[src/hw/rtl/hpq_pkg.sv]
`default_nettype none

package hpq_pkg;

  localparam int unsigned QueueDepthDefault = 8;
  localparam int unsigned LenW              = 8;
  localparam int unsigned RepW              = 4;
  localparam int unsigned StrW              = 3;
  localparam int unsigned DutyW             = 7;
  localparam int unsigned CfgIdxW           = 1;
  localparam int unsigned CfgDataW          = 8;
  localparam int unsigned DutyStep          = 20;
  localparam int unsigned DutyMax           = 100;

  typedef enum logic [CfgIdxW-1:0] {
    CFG_STRENGTH   = 1'b0,
    CFG_DRIVE_MODE = 1'b1
  } cfg_reg_e;

  typedef enum logic {
    CMD_TICK = 1'b0,
    CMD_PLAY = 1'b1
  } cmd_e;

  typedef struct packed {
    logic            clear;
    logic            push;
    logic            load;
    logic [LenW-1:0] len;
    logic [LenW-1:0] pau;
    logic [RepW-1:0] rep;
  } ring_ctrl_t;

  typedef struct packed {
    logic            empty;
    logic [LenW-1:0] len;
    logic [LenW-1:0] pau;
    logic [RepW-1:0] rep;
  } ring_head_t;

  function automatic logic [DutyW-1:0] duty_of(logic [StrW-1:0] s);
    logic [DutyW:0] d;
    d = (DutyW+1)'(s) * (DutyW+1)'(DutyStep);
    if (d > (DutyW+1)'(DutyMax)) begin
      return DutyW'(DutyMax);
    end
    return d[DutyW-1:0];
  endfunction

endpackage

`default_nettype wire

[src/hw/rtl/hpq_if.sv]
`default_nettype none

interface hpq_in_if;
  logic                         valid;
  logic                         ready;
  logic                         cmd;
  logic [hpq_pkg::LenW-1:0]     buzz_length;
  logic [hpq_pkg::LenW-1:0]     pause_length;
  logic [hpq_pkg::RepW-1:0]     repeat_count;
  logic                         preempt;

  modport source (output valid, cmd, buzz_length, pause_length, repeat_count, preempt,
                  input ready);
  modport sink   (input valid, cmd, buzz_length, pause_length, repeat_count, preempt,
                  output ready);
endinterface

interface hpq_out_if;
  logic                         valid;
  logic                         ready;
  logic                         motor_on;
  logic [hpq_pkg::DutyW-1:0]    duty_percent;
  logic                         busy_res;
  logic                         queue_pending;

  modport source (output valid, motor_on, duty_percent, busy_res, queue_pending,
                  input ready);
  modport sink   (input valid, motor_on, duty_percent, busy_res, queue_pending,
                  output ready);
endinterface

interface hpq_cfg_if;
  logic                          valid;
  logic                          ready;
  logic [hpq_pkg::CfgIdxW-1:0]   index;
  logic [hpq_pkg::CfgDataW-1:0]  data;

  modport source (output valid, index, data, input ready);
  modport sink   (input valid, index, data, output ready);
endinterface

`default_nettype wire

[src/hw/rtl/hpq_ring.sv]
`default_nettype none

module hpq_ring #(
  parameter int unsigned QUEUE_DEPTH = hpq_pkg::QueueDepthDefault,
  localparam int unsigned PtrW = (QUEUE_DEPTH > 1) ? $clog2(QUEUE_DEPTH) : 1
) (
  input  wire logic                clk_i,
  input  wire logic                rst_ni,
  input  wire logic                en_i,
  input  wire hpq_pkg::ring_ctrl_t ctrl_i,
  output hpq_pkg::ring_head_t      head_o,
  output logic                     pending_o
);

  logic [hpq_pkg::LenW-1:0] len_q [QUEUE_DEPTH];
  logic [hpq_pkg::LenW-1:0] pau_q [QUEUE_DEPTH];
  logic [hpq_pkg::RepW-1:0] rep_q [QUEUE_DEPTH];

  logic [PtrW-1:0] rd_q, rd_d, wr_q, wr_d;
  logic [PtrW-1:0] push_slot, push_next, rd_next;
  logic            push_ok;
  logic            pop;

  function automatic logic [PtrW-1:0] nxt(logic [PtrW-1:0] p);
    return (p == PtrW'(QUEUE_DEPTH - 1)) ? '0 : p + PtrW'(1);
  endfunction

  assign head_o.empty = (rd_q == wr_q);
  assign head_o.len   = len_q[rd_q];
  assign head_o.pau   = pau_q[rd_q];
  assign head_o.rep   = rep_q[rd_q];

  assign push_slot = ctrl_i.clear ? rd_q : wr_q;
  assign push_next = nxt(push_slot);
  assign push_ok   = ctrl_i.push && (push_next != rd_q);
  assign rd_next   = nxt(rd_q);
  assign pop       = ctrl_i.load && (head_o.rep == '0);

  always_comb begin
    rd_d = rd_q;
    wr_d = wr_q;
    if (ctrl_i.clear) begin
      wr_d = rd_q;
    end
    if (push_ok) begin
      wr_d = push_next;
    end
    if (pop) begin
      rd_d = rd_next;
    end
  end

  assign pending_o = (rd_d != wr_d);

  always_ff @(posedge clk_i or negedge rst_ni) begin
    if (!rst_ni) begin
      rd_q <= '0;
      wr_q <= '0;
    end else if (en_i) begin
      rd_q <= rd_d;
      wr_q <= wr_d;
    end
  end

  always_ff @(posedge clk_i) begin
    if (en_i && push_ok) begin
      len_q[push_slot] <= ctrl_i.len;
      pau_q[push_slot] <= ctrl_i.pau;
      rep_q[push_slot] <= ctrl_i.rep;
    end else if (en_i && ctrl_i.load && !pop) begin
      rep_q[rd_q] <= head_o.rep - hpq_pkg::RepW'(1);
    end
  end

endmodule

`default_nettype wire

[src/hw/rtl/hpq_timer.sv]
`default_nettype none

module hpq_timer (
  input  wire logic                        clk_i,
  input  wire logic                        rst_ni,
  input  wire logic                        en_i,
  input  wire logic                        cmd_i,
  input  wire logic [hpq_pkg::LenW-1:0]    buzz_length_i,
  input  wire logic [hpq_pkg::LenW-1:0]    pause_length_i,
  input  wire logic [hpq_pkg::RepW-1:0]    repeat_count_i,
  input  wire logic                        preempt_i,
  input  wire logic [hpq_pkg::StrW-1:0]    strength_i,
  input  wire logic                        drive_mode_i,
  input  wire hpq_pkg::ring_head_t         head_i,
  output hpq_pkg::ring_ctrl_t              ctrl_o,
  output logic                             motor_o,
  output logic                             busy_o
);

  logic [hpq_pkg::LenW-1:0] buzz_q, buzz_d;
  logic [hpq_pkg::LenW-1:0] pause_q, pause_d;
  logic [hpq_pkg::StrW-1:0] pulse_q, pulse_d;
  logic                     motor_q, motor_d;
  logic                     busy;
  logic                     start;

  assign busy  = (buzz_q != '0) || (pause_q != '0);
  assign start = preempt_i || (!busy && head_i.empty);

  always_comb begin
    buzz_d      = buzz_q;
    pause_d     = pause_q;
    pulse_d     = pulse_q;
    motor_d     = motor_q;
    ctrl_o      = '0;
    ctrl_o.len  = buzz_length_i;
    ctrl_o.pau  = pause_length_i;
    ctrl_o.rep  = repeat_count_i;
    if (cmd_i == hpq_pkg::CMD_PLAY) begin
      if (start) begin
        buzz_d       = buzz_length_i;
        pause_d      = pause_length_i;
        ctrl_o.clear = 1'b1;
        ctrl_o.rep   = repeat_count_i - hpq_pkg::RepW'(1);
        ctrl_o.push  = (repeat_count_i != '0);
      end else begin
        ctrl_o.push  = (repeat_count_i != '1);
      end
    end else if (buzz_q != '0) begin
      buzz_d = buzz_q - hpq_pkg::LenW'(1);
      if (drive_mode_i) begin
        motor_d = 1'b1;
      end else if (pulse_q != '0) begin
        pulse_d = pulse_q - hpq_pkg::StrW'(1);
        motor_d = 1'b1;
      end else begin
        motor_d = 1'b0;
        pulse_d = strength_i;
      end
    end else begin
      motor_d = 1'b0;
      if (pause_q != '0) begin
        pause_d = pause_q - hpq_pkg::LenW'(1);
      end else if (!head_i.empty) begin
        buzz_d      = head_i.len;
        pause_d     = head_i.pau;
        ctrl_o.load = 1'b1;
      end
    end
  end

  assign motor_o = motor_d;
  assign busy_o  = (buzz_d != '0) || (pause_d != '0);

  always_ff @(posedge clk_i or negedge rst_ni) begin
    if (!rst_ni) begin
      buzz_q  <= '0;
      pause_q <= '0;
      pulse_q <= '0;
      motor_q <= 1'b0;
    end else if (en_i) begin
      buzz_q  <= buzz_d;
      pause_q <= pause_d;
      pulse_q <= pulse_d;
      motor_q <= motor_d;
    end
  end

endmodule

`default_nettype wire

[src/hw/rtl/haptic_pattern_queue.sv]
// An item is captured in the input register; its result is registered in the output register when it advances.
// Throughput: one item per cycle; a waiting result holds the input register.
// The ring is a register file read at the head pointer, so a tick finishes in one pass.
// Reset clears timers, pointers, motor level, configuration registers and valid flags at once;
// ring contents are not cleared and are never read before being written.
`default_nettype none

module haptic_pattern_queue #(
  parameter int unsigned QUEUE_DEPTH = hpq_pkg::QueueDepthDefault
) (
  input  wire logic  clk_i,
  input  wire logic  rst_ni,
  hpq_in_if.sink     in_i,
  hpq_cfg_if.sink    cfg_i,
  hpq_out_if.source  res_o
);

  logic                        strength_we, drive_mode_we;
  logic [hpq_pkg::StrW-1:0]    strength_q;
  logic                        drive_mode_q;

  logic                        s1_valid_q;
  logic                        cmd_q;
  logic [hpq_pkg::LenW-1:0]    buzz_length_q;
  logic [hpq_pkg::LenW-1:0]    pause_length_q;
  logic [hpq_pkg::RepW-1:0]    repeat_count_q;
  logic                        preempt_q;
  logic                        advance;

  logic                        out_valid_q;
  logic                        motor_on_q;
  logic [hpq_pkg::DutyW-1:0]   duty_q;
  logic                        busy_res_q;
  logic                        pending_q;

  hpq_pkg::ring_ctrl_t         ring_ctrl;
  hpq_pkg::ring_head_t         ring_head;
  logic                        pending_d;
  logic                        motor_d;
  logic                        busy_d;

  assign cfg_i.ready = 1'b1;

  always_comb begin
    strength_we   = 1'b0;
    drive_mode_we = 1'b0;
    unique case (hpq_pkg::cfg_reg_e'(cfg_i.index))
      hpq_pkg::CFG_STRENGTH:   strength_we   = cfg_i.valid;
      hpq_pkg::CFG_DRIVE_MODE: drive_mode_we = cfg_i.valid;
      default: ;
    endcase
  end

  always_ff @(posedge clk_i or negedge rst_ni) begin
    if (!rst_ni) begin
      strength_q   <= '0;
      drive_mode_q <= 1'b0;
    end else begin
      if (strength_we) begin
        strength_q <= cfg_i.data[hpq_pkg::StrW-1:0];
      end
      if (drive_mode_we) begin
        drive_mode_q <= cfg_i.data[0];
      end
    end
  end

  assign advance    = s1_valid_q && (!out_valid_q || res_o.ready);
  assign in_i.ready = !s1_valid_q || advance;

  always_ff @(posedge clk_i or negedge rst_ni) begin
    if (!rst_ni) begin
      s1_valid_q <= 1'b0;
    end else if (in_i.ready) begin
      s1_valid_q <= in_i.valid;
    end
  end

  always_ff @(posedge clk_i) begin
    if (in_i.valid && in_i.ready) begin
      cmd_q          <= in_i.cmd;
      buzz_length_q  <= in_i.buzz_length;
      pause_length_q <= in_i.pause_length;
      repeat_count_q <= in_i.repeat_count;
      preempt_q      <= in_i.preempt;
    end
  end

  hpq_timer u_timer (
    .clk_i          (clk_i),
    .rst_ni         (rst_ni),
    .en_i           (advance),
    .cmd_i          (cmd_q),
    .buzz_length_i  (buzz_length_q),
    .pause_length_i (pause_length_q),
    .repeat_count_i (repeat_count_q),
    .preempt_i      (preempt_q),
    .strength_i     (strength_q),
    .drive_mode_i   (drive_mode_q),
    .head_i         (ring_head),
    .ctrl_o         (ring_ctrl),
    .motor_o        (motor_d),
    .busy_o         (busy_d)
  );

  hpq_ring #(
    .QUEUE_DEPTH (QUEUE_DEPTH)
  ) u_ring (
    .clk_i     (clk_i),
    .rst_ni    (rst_ni),
    .en_i      (advance),
    .ctrl_i    (ring_ctrl),
    .head_o    (ring_head),
    .pending_o (pending_d)
  );

  always_ff @(posedge clk_i or negedge rst_ni) begin
    if (!rst_ni) begin
      out_valid_q <= 1'b0;
    end else if (advance) begin
      out_valid_q <= 1'b1;
    end else if (res_o.ready) begin
      out_valid_q <= 1'b0;
    end
  end

  always_ff @(posedge clk_i) begin
    if (advance) begin
      motor_on_q <= motor_d;
      duty_q     <= (drive_mode_q && motor_d) ? hpq_pkg::duty_of(strength_q) : '0;
      busy_res_q <= busy_d;
      pending_q  <= pending_d;
    end
  end

  assign res_o.valid         = out_valid_q;
  assign res_o.motor_on      = motor_on_q;
  assign res_o.duty_percent  = duty_q;
  assign res_o.busy_res      = busy_res_q;
  assign res_o.queue_pending = pending_q;

endmodule

`default_nettype wire

[src/flat_wrapper.sv]
// flat-port wrapper written by rule: the top's interface ports become plain ports
module haptic_pattern_queue_flat 
#(
  parameter int unsigned QUEUE_DEPTH = hpq_pkg::QueueDepthDefault
)
  (clk_i, rst_ni, in_i_valid, in_i_cmd, in_i_buzz_length, in_i_pause_length, in_i_repeat_count, in_i_preempt, in_i_ready, cfg_i_valid, cfg_i_index, cfg_i_data, cfg_i_ready, res_o_valid, res_o_motor_on, res_o_duty_percent, res_o_busy_res, res_o_queue_pending, res_o_ready);
  hpq_in_if in_i_i ();
  hpq_cfg_if cfg_i_i ();
  hpq_out_if res_o_i ();
  input  wire logic clk_i;
  input  wire logic rst_ni;
  input wire logic [$bits(in_i_i.valid)-1:0] in_i_valid;
  input wire logic [$bits(in_i_i.cmd)-1:0] in_i_cmd;
  input wire logic [$bits(in_i_i.buzz_length)-1:0] in_i_buzz_length;
  input wire logic [$bits(in_i_i.pause_length)-1:0] in_i_pause_length;
  input wire logic [$bits(in_i_i.repeat_count)-1:0] in_i_repeat_count;
  input wire logic [$bits(in_i_i.preempt)-1:0] in_i_preempt;
  output wire logic [$bits(in_i_i.ready)-1:0] in_i_ready;
  input wire logic [$bits(cfg_i_i.valid)-1:0] cfg_i_valid;
  input wire logic [$bits(cfg_i_i.index)-1:0] cfg_i_index;
  input wire logic [$bits(cfg_i_i.data)-1:0] cfg_i_data;
  output wire logic [$bits(cfg_i_i.ready)-1:0] cfg_i_ready;
  output wire logic [$bits(res_o_i.valid)-1:0] res_o_valid;
  output wire logic [$bits(res_o_i.motor_on)-1:0] res_o_motor_on;
  output wire logic [$bits(res_o_i.duty_percent)-1:0] res_o_duty_percent;
  output wire logic [$bits(res_o_i.busy_res)-1:0] res_o_busy_res;
  output wire logic [$bits(res_o_i.queue_pending)-1:0] res_o_queue_pending;
  input wire logic [$bits(res_o_i.ready)-1:0] res_o_ready;
  assign in_i_i.valid = in_i_valid;
  assign in_i_i.cmd = in_i_cmd;
  assign in_i_i.buzz_length = in_i_buzz_length;
  assign in_i_i.pause_length = in_i_pause_length;
  assign in_i_i.repeat_count = in_i_repeat_count;
  assign in_i_i.preempt = in_i_preempt;
  assign in_i_ready = in_i_i.ready;
  assign cfg_i_i.valid = cfg_i_valid;
  assign cfg_i_i.index = cfg_i_index;
  assign cfg_i_i.data = cfg_i_data;
  assign cfg_i_ready = cfg_i_i.ready;
  assign res_o_valid = res_o_i.valid;
  assign res_o_motor_on = res_o_i.motor_on;
  assign res_o_duty_percent = res_o_i.duty_percent;
  assign res_o_busy_res = res_o_i.busy_res;
  assign res_o_queue_pending = res_o_i.queue_pending;
  assign res_o_i.ready = res_o_ready;
  haptic_pattern_queue #(.QUEUE_DEPTH(QUEUE_DEPTH)) u_core (.clk_i(clk_i), .rst_ni(rst_ni), .in_i(in_i_i), .cfg_i(cfg_i_i), .res_o(res_o_i));
endmodule
[config.mk]
export PLATFORM = sky130hd
export DESIGN_NAME = haptic_pattern_queue_flat
export DESIGN_NICKNAME = d
export VERILOG_FILES = /design/src/hw/rtl/hpq_pkg.sv /design/src/hw/rtl/hpq_if.sv /design/src/hw/rtl/hpq_ring.sv /design/src/hw/rtl/hpq_timer.sv /design/src/hw/rtl/haptic_pattern_queue.sv /design/src/flat_wrapper.sv
export SDC_FILE = /design/constraint.sdc
export NUM_CORES = 1
export LEC_CHECK = 0
export BUFFER_PORTS_ARGS = -buffer_cell sky130_fd_sc_hd__buf_2
export CAP_MARGIN = 0
export CORE_ASPECT_RATIO = 1.5
export CORE_UTILIZATION = 44
export DETAILED_ROUTE_END_ITERATION = 12
export MAX_ROUTING_LAYER = met4
export PLACE_DENSITY = 0.64
export SETUP_SLACK_MARGIN = 0.15
export SLEW_MARGIN = 30
export SYNTH_ARGS = -nofsm -noshare
export SYNTH_HDL_FRONTEND = slang
export SYNTH_SLANG_ARGS = --single-unit
[constraint.sdc]
create_clock -name clk_i -period 6.6 [get_ports clk_i]
set_input_delay 0.33 -clock clk_i [delete_from_list [all_inputs] [get_ports clk_i]]
set_output_delay 0.33 -clock clk_i [all_outputs]
set_load 0.005 [all_outputs]
==> key figures <==
Synth
  – Yosys warning count: 0
  – Synth top area cells: edfxtp_1 (57%), mux4_2 (8.0%), dfrtp_1 (7.9%)
  – Number of enable flip-flop cells after synthesis: 190
  – Cells after synthesis: ~690
  – Flops & latches, synth: 222
  – Number of distinct library cells after synthesis: 66
  – Post-synthesis cell area: about 10000 um2
  – Synth top area share: 0.5661
  – Avg Synthesized Cell Area: around 15 um2
  – Post-synthesis sequential area ratio: 0.6456
  – Synth area leader: edfxtp_1
  – Top FF cell, synth: edfxtp_1
  – Synth async-reset ratio: 0.1441

Global route
  – Initial antenna violation count: 0
  – Largest net degree at the start of global routing: roughly 50
  – Most Crowded Layer GR: met2
  – Met3 layer usage reported by global route: 0.02317
  – Number of global-route vias before repair: 6226
  – First-pass GRT wire length: 34900 um
  – Overall Global Routing Usage: 0.2002
  – Met1 GRT Util: 0.2243
  – GR Layer Usage met2: 0.3590
  – Grt ovf: 0

Placed design
  – GPL Wtd Cong: 0.9619
  – Port Buffer Count: 40
  – DP HPWL: between 10000 and 15000 um
  – Placed cell area: 10610 um2

Die
  – Die Span X: 125.6 um
  – Row count: 67
  – Die area: roughly 24000 um2
  – Die Ht: between 150 and 200 um
  – Core Box Area: 22380 um2
  – Initial core utilization: 0.4503
  – I/O pin total: 49

Clock network
  – Clock Root Buffer: clkbuf_16
  – CTS Sinks: 222
  – CTS max path bufs: 3
  – Reg clk slew, reported paths: 60 ps
  – Num CTS Buffers: 22
  – Resize count post-CTS: 0
  – Later-pin clock latency in the skew report: 500 ps
  – TritonCTS clock tree: yes
  – H-Tree Level Count: 1

Power and ir drop
  – Clock power frac: 0.371
  – Switching share of power: 0.2610
  – Cell Pwr Density: 316.5 nW/um2
  – VDD IR max: 0.2174 mV
  – Psw: roughly 0.96 mW
  – Int Pwr: 2.722 mW
  – Combinational share of power: 0.156
  – Total power of the final layout: roughly 3.7 mW
  – Seq pwr share: 0.473
  – Leak: 3.948 nW

Cells and area
  – Cell area after layout: roughly 12000 um2
  – Ant. Diodes: 0
  – Layout cells sized above 1: 0.2224
  – Layout Nets: 805
  – Syn-to-layout area delta: 15.47%

Setup path
  – R2R setup slack: 790 ps
  – Family with the most delay on the worst path: simple AND/OR/NAND/NOR gates
  – Slowest cell delay on critical path: 550 ps
  – CP startpoint kind: flip-flop
  – Critical path required time: 6770 ps
  – CP Capture Type: flip-flop
  – Crit Path Max Fanout: 22
  – Critical Path Slowest Stage Cell: a21o_2
  – WP buf/inv: 3
  – CP Cell Sequence: inv_1, ha_1, or3b_2, nor4_4, a21o_2, a21boi_0, nor2_1, inv_1, ha_1, xor2_1, o311ai_0, mux2i_1, and2_1, nand2_1, nor3_2, buf_4
  – Data arrival, critical path: about 6000 ps
  – Crit Path Class: reg2reg

Status
  – Failing checks: DRC
  – Status: finished, violations left

Route
  – Routed Antenna Nets: 0
  – DRT Pass-1 Iters: 11
  – Drt initial violations: 468
  – Final wirelength: 22440 um
  – Vias/cell: 5.841
  – Drt wl/cell: between 20 and 25 um
  – Drc violations: 3
  – Vias post-DR: 6104

Timing
  – Final Max Tran Viols: 0
  – Rel. slew slack: 0.3663
  – Period minus WS final: 5813 ps
  – Unrepaired setup endpoints after global routing: false
  – Pin slew with the least headroom to its limit: between 900 and 1000 ps
  – Final Setup Violations: 0
  – Tcrit/Tclk final: 0.8808
  – F_max: 172.0 MHz
  – Max Clock Skew: ~12 ps
  – Fin. Hold Viols: 0
  – Total negative slack: 0 ps

Job
  – Max cap viols: 0

Worst hold path
  – Worst Hold Class: in2reg
cell usage after synthesis, types with 5 or more instances:
library cell / n
mux2i_1: 18
nor2b_1: 8
o41ai_1: 5
nor3_1: 23
xor2_1: 6
buf_4: 8
nor2_1: 31
a21oi_1: 18
clkbuf_1: 15
mux4_2: 36
nand2_1: 65
xnor2_1: 10
a31oi_1: 8
o21ai_0: 30
nand3_1: 8
a211oi_1: 7
ha_1: 16
a221oi_1: 5
and2_1: 5
nand2b_1: 10
mux2_2: 26
buf_2: 6
dfrtp_1: 32
inv_1: 17
edfxtp_1: 190
or4_1: 6
nor3b_1: 6
routing by layer:
| layer | wire [um] | part of all wire | vias to the layer above |
|---|---|---|---|
| li1 | - | - | 2804 |
| met5 | 0 | 0 | - |
| met3 | 1022 | 0.046 | 55 |
| met1 | 8421 | 0.38 | 3043 |
| met4 | 864 | 0.039 | 0 |
| met2 | 12130 | 0.54 | 202 |
power by group through the flow:
stage	sequential, mW	clock (mW)	combinational [mW]
after detailed placement	1.77	0	0.557
after global routing	1.75	1.45	0.631
after global placement	1.76	0	0.532
after CTS	1.74	1.40	0.571
final	1.74	1.37	0.574
after floorplan	1.72	0	0.419
cell usage in the layout, fill, tap and decap left out, types with 4 or more instances in the layout:
cell type,netlist,layout
dfrtp_1,32,29
or4_1,6,6
nor3_1,23,15
a21oi_1,18,18
dlygate4sd3_1,0,23
a2111oi_0,4,4
nand2b_1,10,10
xor2_1,6,6
mux4_2,36,36
nand2_1,65,65
o41ai_1,5,5
nor3_2,1,9
edfxtp_1,190,190
buf_2,6,40
inv_1,17,17
clkbuf_1,15,7
nor3b_1,6,6
clkbuf_16,0,23
and2_1,5,5
a31oi_1,8,8
xnor2_1,10,10
mux2i_1,18,18
nand3_1,8,8
nor2b_1,8,8
ha_1,16,16
nor2_1,31,31
bufinv_16,0,5
mux2_2,26,26
a221oi_1,5,5
o31ai_1,4,4
buf_4,8,15
o21ai_0,30,30
nor4_1,4,4
a211oi_1,7,7
final cells by class:
type	count	area [um2]
fillers	1778	10750
flip-flops and latches	222	6510
multi-input cells	410	3367
clock buffers	32	629.4
repair buffers	78	543.0
well taps	276	345.3
clock inverters	8	171.4
inverters	19	71.32
state kept, by name, indices dropped and copies added, names as in the netlist, 4 cells and up:
| signal | flops |
|---|---|
| u_core.u_ring.len_q | 64 |
| u_core.u_ring.pau_q | 64 |
| u_core.u_ring.rep_q | 32 |
| u_core.buzz_length_q | 8 |
| u_core.pause_length_q | 8 |
| u_core.u_timer.buzz_q | 8 |
| u_core.u_timer.pause_q | 8 |
| u_core.res_o.duty_percent | 5 |
| u_core.repeat_count_q | 4 |
kinds of logic after synthesis:
logic type | after synthesis | share of synthesized area
multiplexers | 80 | 0.1274
buffers and inverters | 54 | 0.02532
AND/OR/NAND/NOR | 180 | 0.09025
XOR/XNOR | 16 | 0.01390
flip-flops | 222 | 0.6456
adder cells (fa/ha/maj) | 16 | 0.01986
other | 2 | 0.0007452
AO/OA/AOI/OAI | 115 | 0.07697
repair_timing:
item,4_1_cts,5_1_grt
hold buffers,23,0
hold endpoints to repair,54,0
setup buffers,0,0
per-stage QoR:
| step | std cells | utilization | worst slack (ps) | hold WS, ps |
|---|---|---|---|---|
| 2_1_floorplan | 686 | - | 1406 | 34.41 |
| 3_3_place_gp | 982 | 0.4736 | 1167 | 459.9 |
| 3_5_place_dp | 982 | 0.4739 | 920.6 | 463.0 |
| 4_1_cts | 1045 | 0.5199 | 874.2 | 17.71 |
| 5_1_grt | 1045 | 0.5199 | 401.1 | 30.31 |
| 6_report | 1045 | 0.5199 | 786.6 | 34.96 |
worst paths after layout:
kind / startpoint / cells past startpoint / end
worst max register to register: u_core.u_timer.buzz_q[0]$_DFFE_PN0P_ / 16 / u_core.u_ring.len_q[3][7]$_DFFE_PP_
worst min-delay path: in_i_valid / 2 / u_core.s1_valid_q$_DFFE_PN0N_
worst max-delay path: u_core.u_timer.buzz_q[0]$_DFFE_PN0P_ / 16 / u_core.u_ring.len_q[3][7]$_DFFE_PP_
max in group asynchronous: rst_ni / 2 / u_core.u_ring.rd_q[1]$_DFFE_PN0P_
worst min register to register: u_core.u_timer.motor_q$_DFFE_PN0P_ / 2 / u_core.u_timer.motor_q$_DFFE_PN0P_
min in group asynchronous: rst_ni / 2 / u_core.u_timer.pause_q[6]$_DFFE_PN0P_
Power figures use the tool's default switching activity.
